`src/design/gre_header_parser_assert.svh`:
```
// Assertion macros shared by the GRE header parser modules.
`ifndef GRE_HEADER_PARSER_ASSERT_SVH
`define GRE_HEADER_PARSER_ASSERT_SVH

// A condition that must hold at every clock edge outside reset.
`define GHP_ASSERT_HOLDS(label, cond, msg) \
    label: assert property (@(posedge aclk) disable iff (!aresetn) (cond)) \
        else $error(msg);

// A condition that implies another in the same cycle.
`define GHP_ASSERT_IMPLIES(label, ante, cons, msg) \
    label: assert property (@(posedge aclk) disable iff (!aresetn) (ante) |-> (cons)) \
        else $error(msg);

// A condition that implies another in the following cycle.
`define GHP_ASSERT_NEXT(label, ante, cons, msg) \
    label: assert property (@(posedge aclk) disable iff (!aresetn) (ante) |=> (cons)) \
        else $error(msg);

`endif

```
`src/design/ghp_pkg.sv`:
```
// Types and constants shared by the GRE header parser modules.
package ghp_pkg;

    // Status codes reported on the final byte of a packet.
    localparam logic [1:0] STATUS_OK        = 2'd0;
    localparam logic [1:0] STATUS_TRUNCATED = 2'd1;
    localparam logic [1:0] STATUS_BAD_VER   = 2'd2;

    // Byte offsets of the fixed header words.
    localparam logic [15:0] POS_FLAG_HI = 16'd0;
    localparam logic [15:0] POS_FLAG_LO = 16'd1;
    localparam logic [15:0] POS_TYPE_HI = 16'd2;
    localparam logic [15:0] POS_TYPE_LO = 16'd3;

    // Flag word bits.
    localparam int FLAG_CHECKSUM = 15;
    localparam int FLAG_ROUTING  = 14;
    localparam int FLAG_KEY      = 13;
    localparam int FLAG_SEQUENCE = 12;

    // Size of the base header and of each optional field.
    localparam logic [15:0] BASE_HDR_LEN = 16'd4;
    localparam logic [15:0] OPT_FIELD_LEN = 16'd4;

    // One parsed byte with its side information.
    typedef struct packed {
        logic [7:0]  out_byte;
        logic        is_payload;
        logic        end_of_packet;
        logic [1:0]  status;
        logic [15:0] protocol_type;
        logic [15:0] header_length;
    } result_t;

endpackage

```
`src/design/ghp_hdr_core.sv`:
```
// Parse state of the GRE header and the per-byte result logic.
module ghp_hdr_core #(
    parameter int MAX_PACKET_LEN = 65535
) (
    input  logic             aclk,
    input  logic             aresetn,
    input  logic             accept,
    input  logic [7:0]       data_byte,
    input  logic             last,
    output ghp_pkg::result_t result
);

`include "gre_header_parser_assert.svh"

    localparam logic [15:0] MaxLen = 16'(MAX_PACKET_LEN);

    logic [15:0] byte_position_reg, byte_position_next;
    logic [15:0] flag_word_reg, flag_word_next;
    logic [15:0] type_word_reg, type_word_next;
    logic [15:0] next_boundary_reg, next_boundary_next;
    logic        walking_routes_reg, walking_routes_next;
    logic        header_done_reg, header_done_next;
    logic        version_bad_reg, version_bad_next;

    logic        in_parse;
    logic [15:0] opt_len;
    logic [16:0] entry_end;
    logic        at_len_byte;
    logic [1:0]  status;

    // Header field capture and route chain walk for one byte.
    always_comb begin
        in_parse            = byte_position_reg < MaxLen;
        byte_position_next  = byte_position_reg;
        flag_word_next      = flag_word_reg;
        type_word_next      = type_word_reg;
        next_boundary_next  = next_boundary_reg;
        walking_routes_next = walking_routes_reg;
        header_done_next    = header_done_reg;
        version_bad_next    = version_bad_reg;

        opt_len = ghp_pkg::BASE_HDR_LEN
            + ((flag_word_reg[ghp_pkg::FLAG_CHECKSUM] || flag_word_reg[ghp_pkg::FLAG_ROUTING])
                ? ghp_pkg::OPT_FIELD_LEN : 16'd0)
            + (flag_word_reg[ghp_pkg::FLAG_KEY] ? ghp_pkg::OPT_FIELD_LEN : 16'd0)
            + (flag_word_reg[ghp_pkg::FLAG_SEQUENCE] ? ghp_pkg::OPT_FIELD_LEN : 16'd0);
        entry_end   = {1'b0, next_boundary_reg} + 17'd4 + {9'd0, data_byte};
        at_len_byte = {1'b0, byte_position_reg} == ({1'b0, next_boundary_reg} + 17'd3);

        if (in_parse) begin
            priority if (byte_position_reg == ghp_pkg::POS_FLAG_HI) begin
                flag_word_next = {data_byte, 8'h00};
            end else if (byte_position_reg == ghp_pkg::POS_FLAG_LO) begin
                flag_word_next   = {flag_word_reg[15:8], data_byte};
                version_bad_next = data_byte[1:0] != 2'b00;
            end else if (byte_position_reg == ghp_pkg::POS_TYPE_HI) begin
                type_word_next = {data_byte, 8'h00};
            end else if (byte_position_reg == ghp_pkg::POS_TYPE_LO) begin
                type_word_next      = {type_word_reg[15:8], data_byte};
                next_boundary_next  = opt_len;
                walking_routes_next = flag_word_reg[ghp_pkg::FLAG_ROUTING];
            end else if (walking_routes_reg && at_len_byte) begin
                // Length byte of a source route entry: move to the next entry.
                if (entry_end > {1'b0, MaxLen}) begin
                    next_boundary_next = MaxLen;
                end else begin
                    next_boundary_next = entry_end[15:0];
                    if (data_byte == 8'd0) begin
                        walking_routes_next = 1'b0;
                    end
                end
            end else begin
                flag_word_next = flag_word_reg;
            end

            // The header ends with this byte.
            if (byte_position_reg >= ghp_pkg::POS_TYPE_LO && !walking_routes_next
                && ({1'b0, byte_position_reg} + 17'd1) == {1'b0, next_boundary_next}) begin
                header_done_next = 1'b1;
            end
            byte_position_next = byte_position_reg + 16'd1;
        end
    end

    // Status on the final byte.
    always_comb begin
        priority if (!last) begin
            status = ghp_pkg::STATUS_OK;
        end else if (byte_position_reg < ghp_pkg::POS_TYPE_LO) begin
            status = ghp_pkg::STATUS_TRUNCATED;
        end else if (version_bad_next) begin
            status = ghp_pkg::STATUS_BAD_VER;
        end else if (!header_done_next) begin
            status = ghp_pkg::STATUS_TRUNCATED;
        end else begin
            status = ghp_pkg::STATUS_OK;
        end
    end

    // Result fields for this byte.
    always_comb begin
        result.out_byte      = data_byte;
        result.is_payload    = header_done_reg && !version_bad_reg;
        result.end_of_packet = last;
        result.status        = status;
        result.protocol_type = (byte_position_reg >= ghp_pkg::POS_TYPE_LO)
                               ? type_word_next : 16'd0;
        result.header_length = header_done_next ? next_boundary_next : 16'd0;
    end

    // Parse state; returns to its reset values after the final byte.
    always_ff @(posedge aclk) begin
        if (!aresetn || (accept && last)) begin
            byte_position_reg  <= '0;
            flag_word_reg      <= '0;
            type_word_reg      <= '0;
            next_boundary_reg  <= ghp_pkg::BASE_HDR_LEN;
            walking_routes_reg <= 1'b0;
            header_done_reg    <= 1'b0;
            version_bad_reg    <= 1'b0;
        end else if (accept) begin
            byte_position_reg  <= byte_position_next;
            flag_word_reg      <= flag_word_next;
            type_word_reg      <= type_word_next;
            next_boundary_reg  <= next_boundary_next;
            walking_routes_reg <= walking_routes_next;
            header_done_reg    <= header_done_next;
            version_bad_reg    <= version_bad_next;
        end
    end

    `GHP_ASSERT_HOLDS(a_walk_excludes_done, !(walking_routes_reg && header_done_reg),
        "route walk active after header completed")
    `GHP_ASSERT_HOLDS(a_position_bounded, byte_position_reg <= MaxLen,
        "byte position beyond maximum packet length")
    `GHP_ASSERT_NEXT(a_last_clears_state, accept && last,
        byte_position_reg == 16'd0 && !header_done_reg && !walking_routes_reg,
        "parse state not cleared after final byte")

endmodule

```
`src/design/ghp_out_skid.sv`:
```
// Output register with a skid stage for the parsed byte stream.
module ghp_out_skid (
    input  logic             aclk,
    input  logic             aresetn,
    input  logic             in_valid,
    output logic             in_ready,
    input  ghp_pkg::result_t in_data,
    output logic             out_valid,
    input  logic             out_ready,
    output ghp_pkg::result_t out_data
);

`include "gre_header_parser_assert.svh"

    ghp_pkg::result_t out_data_reg;
    ghp_pkg::result_t skid_data_reg;
    logic             out_valid_reg, out_valid_next;
    logic             skid_valid_reg, skid_valid_next;
    logic             in_ready_reg;
    logic             in_xfer;
    logic             load_out_from_in;
    logic             load_out_from_skid;
    logic             load_skid;

    assign in_xfer = in_valid && in_ready_reg;

    // Decide where an accepted transfer lands and when the skid drains.
    always_comb begin
        load_out_from_skid = skid_valid_reg && out_ready;
        load_out_from_in   = in_xfer && (!out_valid_reg || out_ready);
        load_skid          = in_xfer && out_valid_reg && !out_ready;
        out_valid_next     = out_valid_reg;
        skid_valid_next    = skid_valid_reg;
        if (load_out_from_skid) begin
            skid_valid_next = 1'b0;
        end else if (load_out_from_in) begin
            out_valid_next = 1'b1;
        end else if (load_skid) begin
            skid_valid_next = 1'b1;
        end else if (out_ready) begin
            out_valid_next = 1'b0;
        end
    end

    // Control flags.
    always_ff @(posedge aclk) begin
        if (!aresetn) begin
            out_valid_reg  <= 1'b0;
            skid_valid_reg <= 1'b0;
            in_ready_reg   <= 1'b0;
        end else begin
            out_valid_reg  <= out_valid_next;
            skid_valid_reg <= skid_valid_next;
            in_ready_reg   <= !skid_valid_next;
        end
    end

    // Payload registers.
    always_ff @(posedge aclk) begin
        if (load_out_from_skid) begin
            out_data_reg <= skid_data_reg;
        end else if (load_out_from_in) begin
            out_data_reg <= in_data;
        end
        if (load_skid) begin
            skid_data_reg <= in_data;
        end
    end

    assign in_ready  = in_ready_reg;
    assign out_valid = out_valid_reg;
    assign out_data  = out_data_reg;

    `GHP_ASSERT_IMPLIES(a_skid_needs_out, skid_valid_reg, out_valid_reg,
        "skid stage full while output register empty")
    `GHP_ASSERT_NEXT(a_stall_fills_skid, in_xfer && out_valid_reg && !out_ready,
        skid_valid_reg, "stalled transfer not held in skid stage")

endmodule

```
`src/design/gre_header_parser.sv`:
```
// Each input byte transfer's result is registered in the output register, or held in the
// skid stage while m_tready holds back the results ahead of it.
// Throughput: one byte per cycle while s_tready stays high; the per-byte parse is a single compare-and-add stage.
// A two-entry output buffer (output register plus skid) keeps s_tready registered.
// Reset (aresetn low, synchronous) clears the parse state and empties the buffer.
// Parse state also returns to its reset values after each byte marked by s_tlast.
module gre_header_parser #(
    parameter int MAX_PACKET_LEN = 65535
) (
    input  logic        aclk,
    input  logic        aresetn,
    input  logic        s_tvalid,
    output logic        s_tready,
    input  logic [7:0]  s_tdata,   // [7:0] data_byte
    input  logic        s_tlast,
    output logic        m_tvalid,
    input  logic        m_tready,
    output logic [47:0] m_tdata,   // [7:0] out_byte, [9:8] status, [25:10] protocol_type,
                                   // [41:26] header_length, [47:42] zero
    output logic        m_tuser,   // [0] is_payload
    output logic        m_tlast
);

    ghp_pkg::result_t core_result;
    ghp_pkg::result_t out_result;
    logic             in_transfer;

    assign in_transfer = s_tvalid && s_tready;

    // Header parser.
    ghp_hdr_core #(
        .MAX_PACKET_LEN(MAX_PACKET_LEN)
    ) u_core (
        .aclk      (aclk),
        .aresetn   (aresetn),
        .accept    (in_transfer),
        .data_byte (s_tdata),
        .last      (s_tlast),
        .result    (core_result)
    );

    // Output buffering.
    ghp_out_skid u_skid (
        .aclk      (aclk),
        .aresetn   (aresetn),
        .in_valid  (s_tvalid),
        .in_ready  (s_tready),
        .in_data   (core_result),
        .out_valid (m_tvalid),
        .out_ready (m_tready),
        .out_data  (out_result)
    );

    // Pack the result onto the master side.
    assign m_tdata = {6'd0, out_result.header_length, out_result.protocol_type,
                      out_result.status, out_result.out_byte};
    assign m_tuser = out_result.is_payload;
    assign m_tlast = out_result.end_of_packet;

endmodule

```
`config.mk`:
```
export PLATFORM = sky130hd
export DESIGN_NAME = gre_header_parser
export DESIGN_NICKNAME = d
export VERILOG_FILES = /design/src/design/ghp_pkg.sv /design/src/design/ghp_hdr_core.sv /design/src/design/ghp_out_skid.sv /design/src/design/gre_header_parser.sv
export VERILOG_INCLUDE_DIRS = /design/src /design/src/design
export SDC_FILE = /design/constraint.sdc
export NUM_CORES = 1
export LEC_CHECK = 0
export BUFFER_PORTS_ARGS = -buffer_cell sky130_fd_sc_hd__buf_2
export CAP_MARGIN = 20
export CORE_MARGIN = 3
export CORE_UTILIZATION = 50
export CTS_BUF_LIST = sky130_fd_sc_hd__clkbuf_2 sky130_fd_sc_hd__clkbuf_4 sky130_fd_sc_hd__clkbuf_8
export CTS_CLUSTER_SIZE = 28
export DETAILED_ROUTE_END_ITERATION = 6
export PLACE_DENSITY = 0.71
export SKIP_LAST_GASP = 1
export SLEW_MARGIN = 20
export SYNTH_ARGS = -nofsm -noshare
export SYNTH_HDL_FRONTEND = slang
export SYNTH_HIERARCHICAL = 1
export SYNTH_SLANG_ARGS = --single-unit
```
`constraint.sdc`:
```
create_clock -name aclk -period 5.1 [get_ports aclk]
set_input_delay 1.275 -clock aclk [delete_from_list [all_inputs] [get_ports aclk]]
set_output_delay 1.275 -clock aclk [all_outputs]
set_load 0.1 [all_outputs]
```
==> impl_metrics.env <==
export IMPL_status="finished, final reports clean"
export IMPL_place_area_mm2=0.0102
export IMPL_core_area_mm2=0.0174
export IMPL_rr_endpoint="u_skid/out_data[0]"
export IMPL_antenna_cells=0
export IMPL_pwr_share_clk=0.356
export IMPL_min_path_type="flop to flop"
export IMPL_fillCellCount=1512
export IMPL_ys_types=75
export IMPL_cts_buffers=17
export IMPL_holdWs_ps=500
export IMPL_synthAdderAreaFrac=0.0358
export IMPL_netlist_area_leader_share=0.295
export IMPL_vias_per_cell=6.10
export IMPL_peakVddDrop_mv=0.179
export IMPL_synth_ff_type="edfxtp_1"
export IMPL_swShare=0.327
export IMPL_first_iter_violations=942
export IMPL_drive_gt1_frac=0.282
export IMPL_drc=0
export IMPL_crit_fanout=10
export IMPL_tightestPinTransition_ps=1130
export IMPL_postRouteAntennaNets=0
export IMPL_synth_largest_area_cell="edfxtp_1"
export IMPL_dp_slack_ps=-577
export IMPL_final_hold_violation_count=0
export IMPL_overflow=0
export IMPL_synth_xor_area_frac=0.0509
export IMPL_worstSetupStartpointType="input pin"
export IMPL_synthArstFlopShare=0
export IMPL_ys_ff_latch=146
export IMPL_crit_path_frequent_cell="ha_1"
export IMPL_drt_pre_antenna_iters=6
export IMPL_slew_violations=0
export IMPL_grt_max_degree=46
export IMPL_synth_edf_count=88
export IMPL_grt_pass1_wl_um=42700
export IMPL_hold_path_end="u_core/type_word_reg[12]"
export IMPL_timing_final_crit_period_ps=4990
export IMPL_min_path_cells=2
export IMPL_wire_per_inst_um=21.4
export IMPL_synth_simple_gate_area_frac=0.187
export IMPL_dieWidth_um=140
export IMPL_antenna_found_initial=1
export IMPL_synth_top_family_by_area="simple AND/OR/NAND/NOR gates"
export IMPL_post_place_cells=1254
export IMPL_synth_compound_area_frac=0.142
export IMPL_ys_seq_area_frac=0.425
export IMPL_vias=7847
export IMPL_p_int_mw=1.86
export IMPL_stdcell_count=1287
export IMPL_row_count=48
export IMPL_cts_tree="built"
export IMPL_worst_slack_ps=105
export IMPL_areaGrowthSynthToFinish_pct=19.0
export IMPL_slowest_delay_ps=550
export IMPL_die_h_um=140
export IMPL_crit_type="input pin to flop"
export IMPL_reg2reg_slack_ps=160
export IMPL_grt_pass1_vias=7630
export IMPL_die_area_mm2=0.0196
export IMPL_post_route_period_util=0.979
export IMPL_initial_core_util=0.514
export IMPL_cts_buffer_depth=2
export IMPL_maxCapViolations=0
export IMPL_tns_ps=0
export IMPL_crit_path_top_delay_cell="o41a_4"
export IMPL_syn_area_per_cell_um2=9.81
export IMPL_slew_headroom=0.241
export IMPL_ys_warn_count=6
export IMPL_path_clk_slew_ps=90
export IMPL_grt_total_usage=0.280
export IMPL_finClkSkew_ps=11.4
export IMPL_max_freq_mhz=200
export IMPL_cts_num_sinks=146
export IMPL_p_leak_nw=4.40
export IMPL_synth_area_mux_share=0.102
export IMPL_p_switching_mw=0.904
export IMPL_worst_r2r_cell_count=15
export IMPL_combPwrFrac=0.177
export IMPL_critPathRequiredTime_ps=5420
export IMPL_pwr_share_seq=0.467
export IMPL_synth_area_leaders="edfxtp_1, dfxtp_1, mux2_4"
export IMPL_hpwl_um=20700
export IMPL_endpoint_kind="flop"
export IMPL_clk_latency_ps=460
export IMPL_fin_area_mm2=0.0107
export IMPL_port_buffers=58
export IMPL_setup_violations=0
export IMPL_cts_root_buf="clkbuf_8"
export IMPL_layout_nets=1087
export IMPL_cp_arrival_ps=5320
export IMPL_crit_buf_inv=2
export IMPL_ios=65
export IMPL_crit_family="compound AO/OA/AOI/OAI gates"
export IMPL_netlist_area_mm2=0.00896
export IMPL_r2r_start="u_core/byte_position_reg[0]"
export IMPL_synth_cells=913
export IMPL_routed_wl_um=27500
export IMPL_hold_buffers=0
export IMPL_power_density_mw_per_mm2=259
export IMPL_gp_congestion=0.977
export IMPL_path_cells="buf_2 > ha_1 > ha_1 > fa_1 > a211oi_2 > o21bai_1 > a21oi_1 > xnor2_1 > or2_2 > and3_1 > or3_1 > a211o_1 > o41a_4 > buf_6 > nor2_1 > mux2_2"
export IMPL_holdCritStartpoint="u_core/type_word_reg[12]"
export IMPL_htree_levels=4
-- power by group through the flow --
stage / logic [mW] / clock network [mW] / registers (mW)
2_1_floorplan: 0.192 / 0 / 1.46
6_report: 0.488 / 0.985 / 1.29
4_1_cts: 0.479 / 1.01 / 1.29
3_5_place_dp: 0.477 / 0 / 1.32
3_3_place_gp: 0.477 / 0 / 1.32
5_1_grt: 0.511 / 1.06 / 1.29
-- worst max path at each step --
stage | from | end | slack [ps] | cells past startpoint
6_report | s_tdata[1] | u_skid/out_data[0] | 110 | 16
5_1_grt | s_tdata[2] | u_skid/out_data[9] | -0.06 | 17
4_1_cts | s_tdata[1] | u_skid/out_data[14] | 0.4 | 17
3_5_place_dp | s_tdata[2] | u_skid/out_data[14] | -580 | 19
3_3_place_gp | s_tdata[2] | u_skid/out_data[14] | -360 | 19
2_1_floorplan | s_tdata[2] | u_skid/out_data[9] | 10 | 16
-- placed cells by master, fill, tap and decap left out, types with 5 or more instances in the layout --
master and instances:
a211oi_1 7, a21oi_1 42, a22o_1 8, a22oi_1 19, a31oi_1 12, and2_1 9
and3_1 9, and4_1 7, buf_2 58, buf_4 130, clkbuf_8 17, conb_1 6
dfxtp_1 58, edfxtp_1 88, ha_1 24, inv_1 28, mux2_2 8, mux2_4 39
mux2i_1 24, nand2_1 59, nand2b_1 6, nand3_1 26, nand4_1 18, nor2_1 109
nor3_1 19, nor4_1 19, o211ai_1 11, o21ai_0 21, o22ai_1 8, o31ai_1 9
or2_2 5, or3_1 7, xnor2_1 28, xor2_1 24
-- Yosys cell counts, types with 4 or more instances --
library cell  number
nor2_1           110
edfxtp_1          88
nand2_1           59
dfxtp_1           58
clkbuf_1          44
a21oi_1           42
mux2_4            39
inv_1             28
xnor2_1           28
nand3_1           27
ha_1              24
mux2i_1           24
xor2_1            24
o21ai_0           22
nor3_1            20
nor4_1            20
a22oi_1           19
nand4_1           18
buf_4             16
a31oi_1           12
a211oi_1          11
o211ai_1          11
and2_1             9
and3_1             9
buf_2              9
o22ai_1            9
o31ai_1            9
a22o_1             8
mux2_2             8
and4_1             7
or3_1              7
buf_6              6
nand2b_1           6
or2_2              5
a41oi_1            4
nor2b_1            4
nor3b_1            4
or4_1              4
-- through the flow --
| step | utilization | total power, mW |
|---|---|---|
| floorplan | - | 1.65 |
| global placement | 0.584 | 1.79 |
| detailed placement | 0.584 | 1.79 |
| CTS | 0.609 | 2.78 |
| global route | 0.612 | 2.86 |
| finish | 0.612 | 2.76 |
-- area by class of cell --
class,count,area [um^2],area share
multi-input combinational,666,4750,0.445
sequential,146,3800,0.357
timing repair buffer,190,1300,0.122
tap,225,282,0.0264
clock buffer,17,234,0.0219
clock inverter,15,191,0.0180
inverter,28,105,0.00986
-- repair_timing --
| item | in CTS | in global routing |
|---|---|---|
| gates resized for setup | 2 | 12 |
| buffers inserted | 0 | 1 |
| endpoints found under the setup margin | 14 | 31 |
| pin swaps | 1 | 3 |
-- routing by layer --
metal | part of all wire | track usage
met1 | 0.43 | 0.383
met2 | 0.45 | 0.435
met3 | 0.086 | 0.0694
met4 | 0.027 | 0.0984
met5 | 0.00040 | 0
-- worst min-delay path, stage by stage, from the launching register on --
cell and delay (ps):
dfxtp_1 330, mux2i_1 70, nor2_1 70
-- kinds of logic (layout without fill, tap and decap cells) --
group	count (synthesis)	count (layout)
compound gates	182	182
xor+xnor	52	52
fa+ha+maj	25	25
buf+inv	106	250
flops	146	146
mux	71	71
other cells	1	6
simple gates	330	330
(Power assumes the default switching activity.)
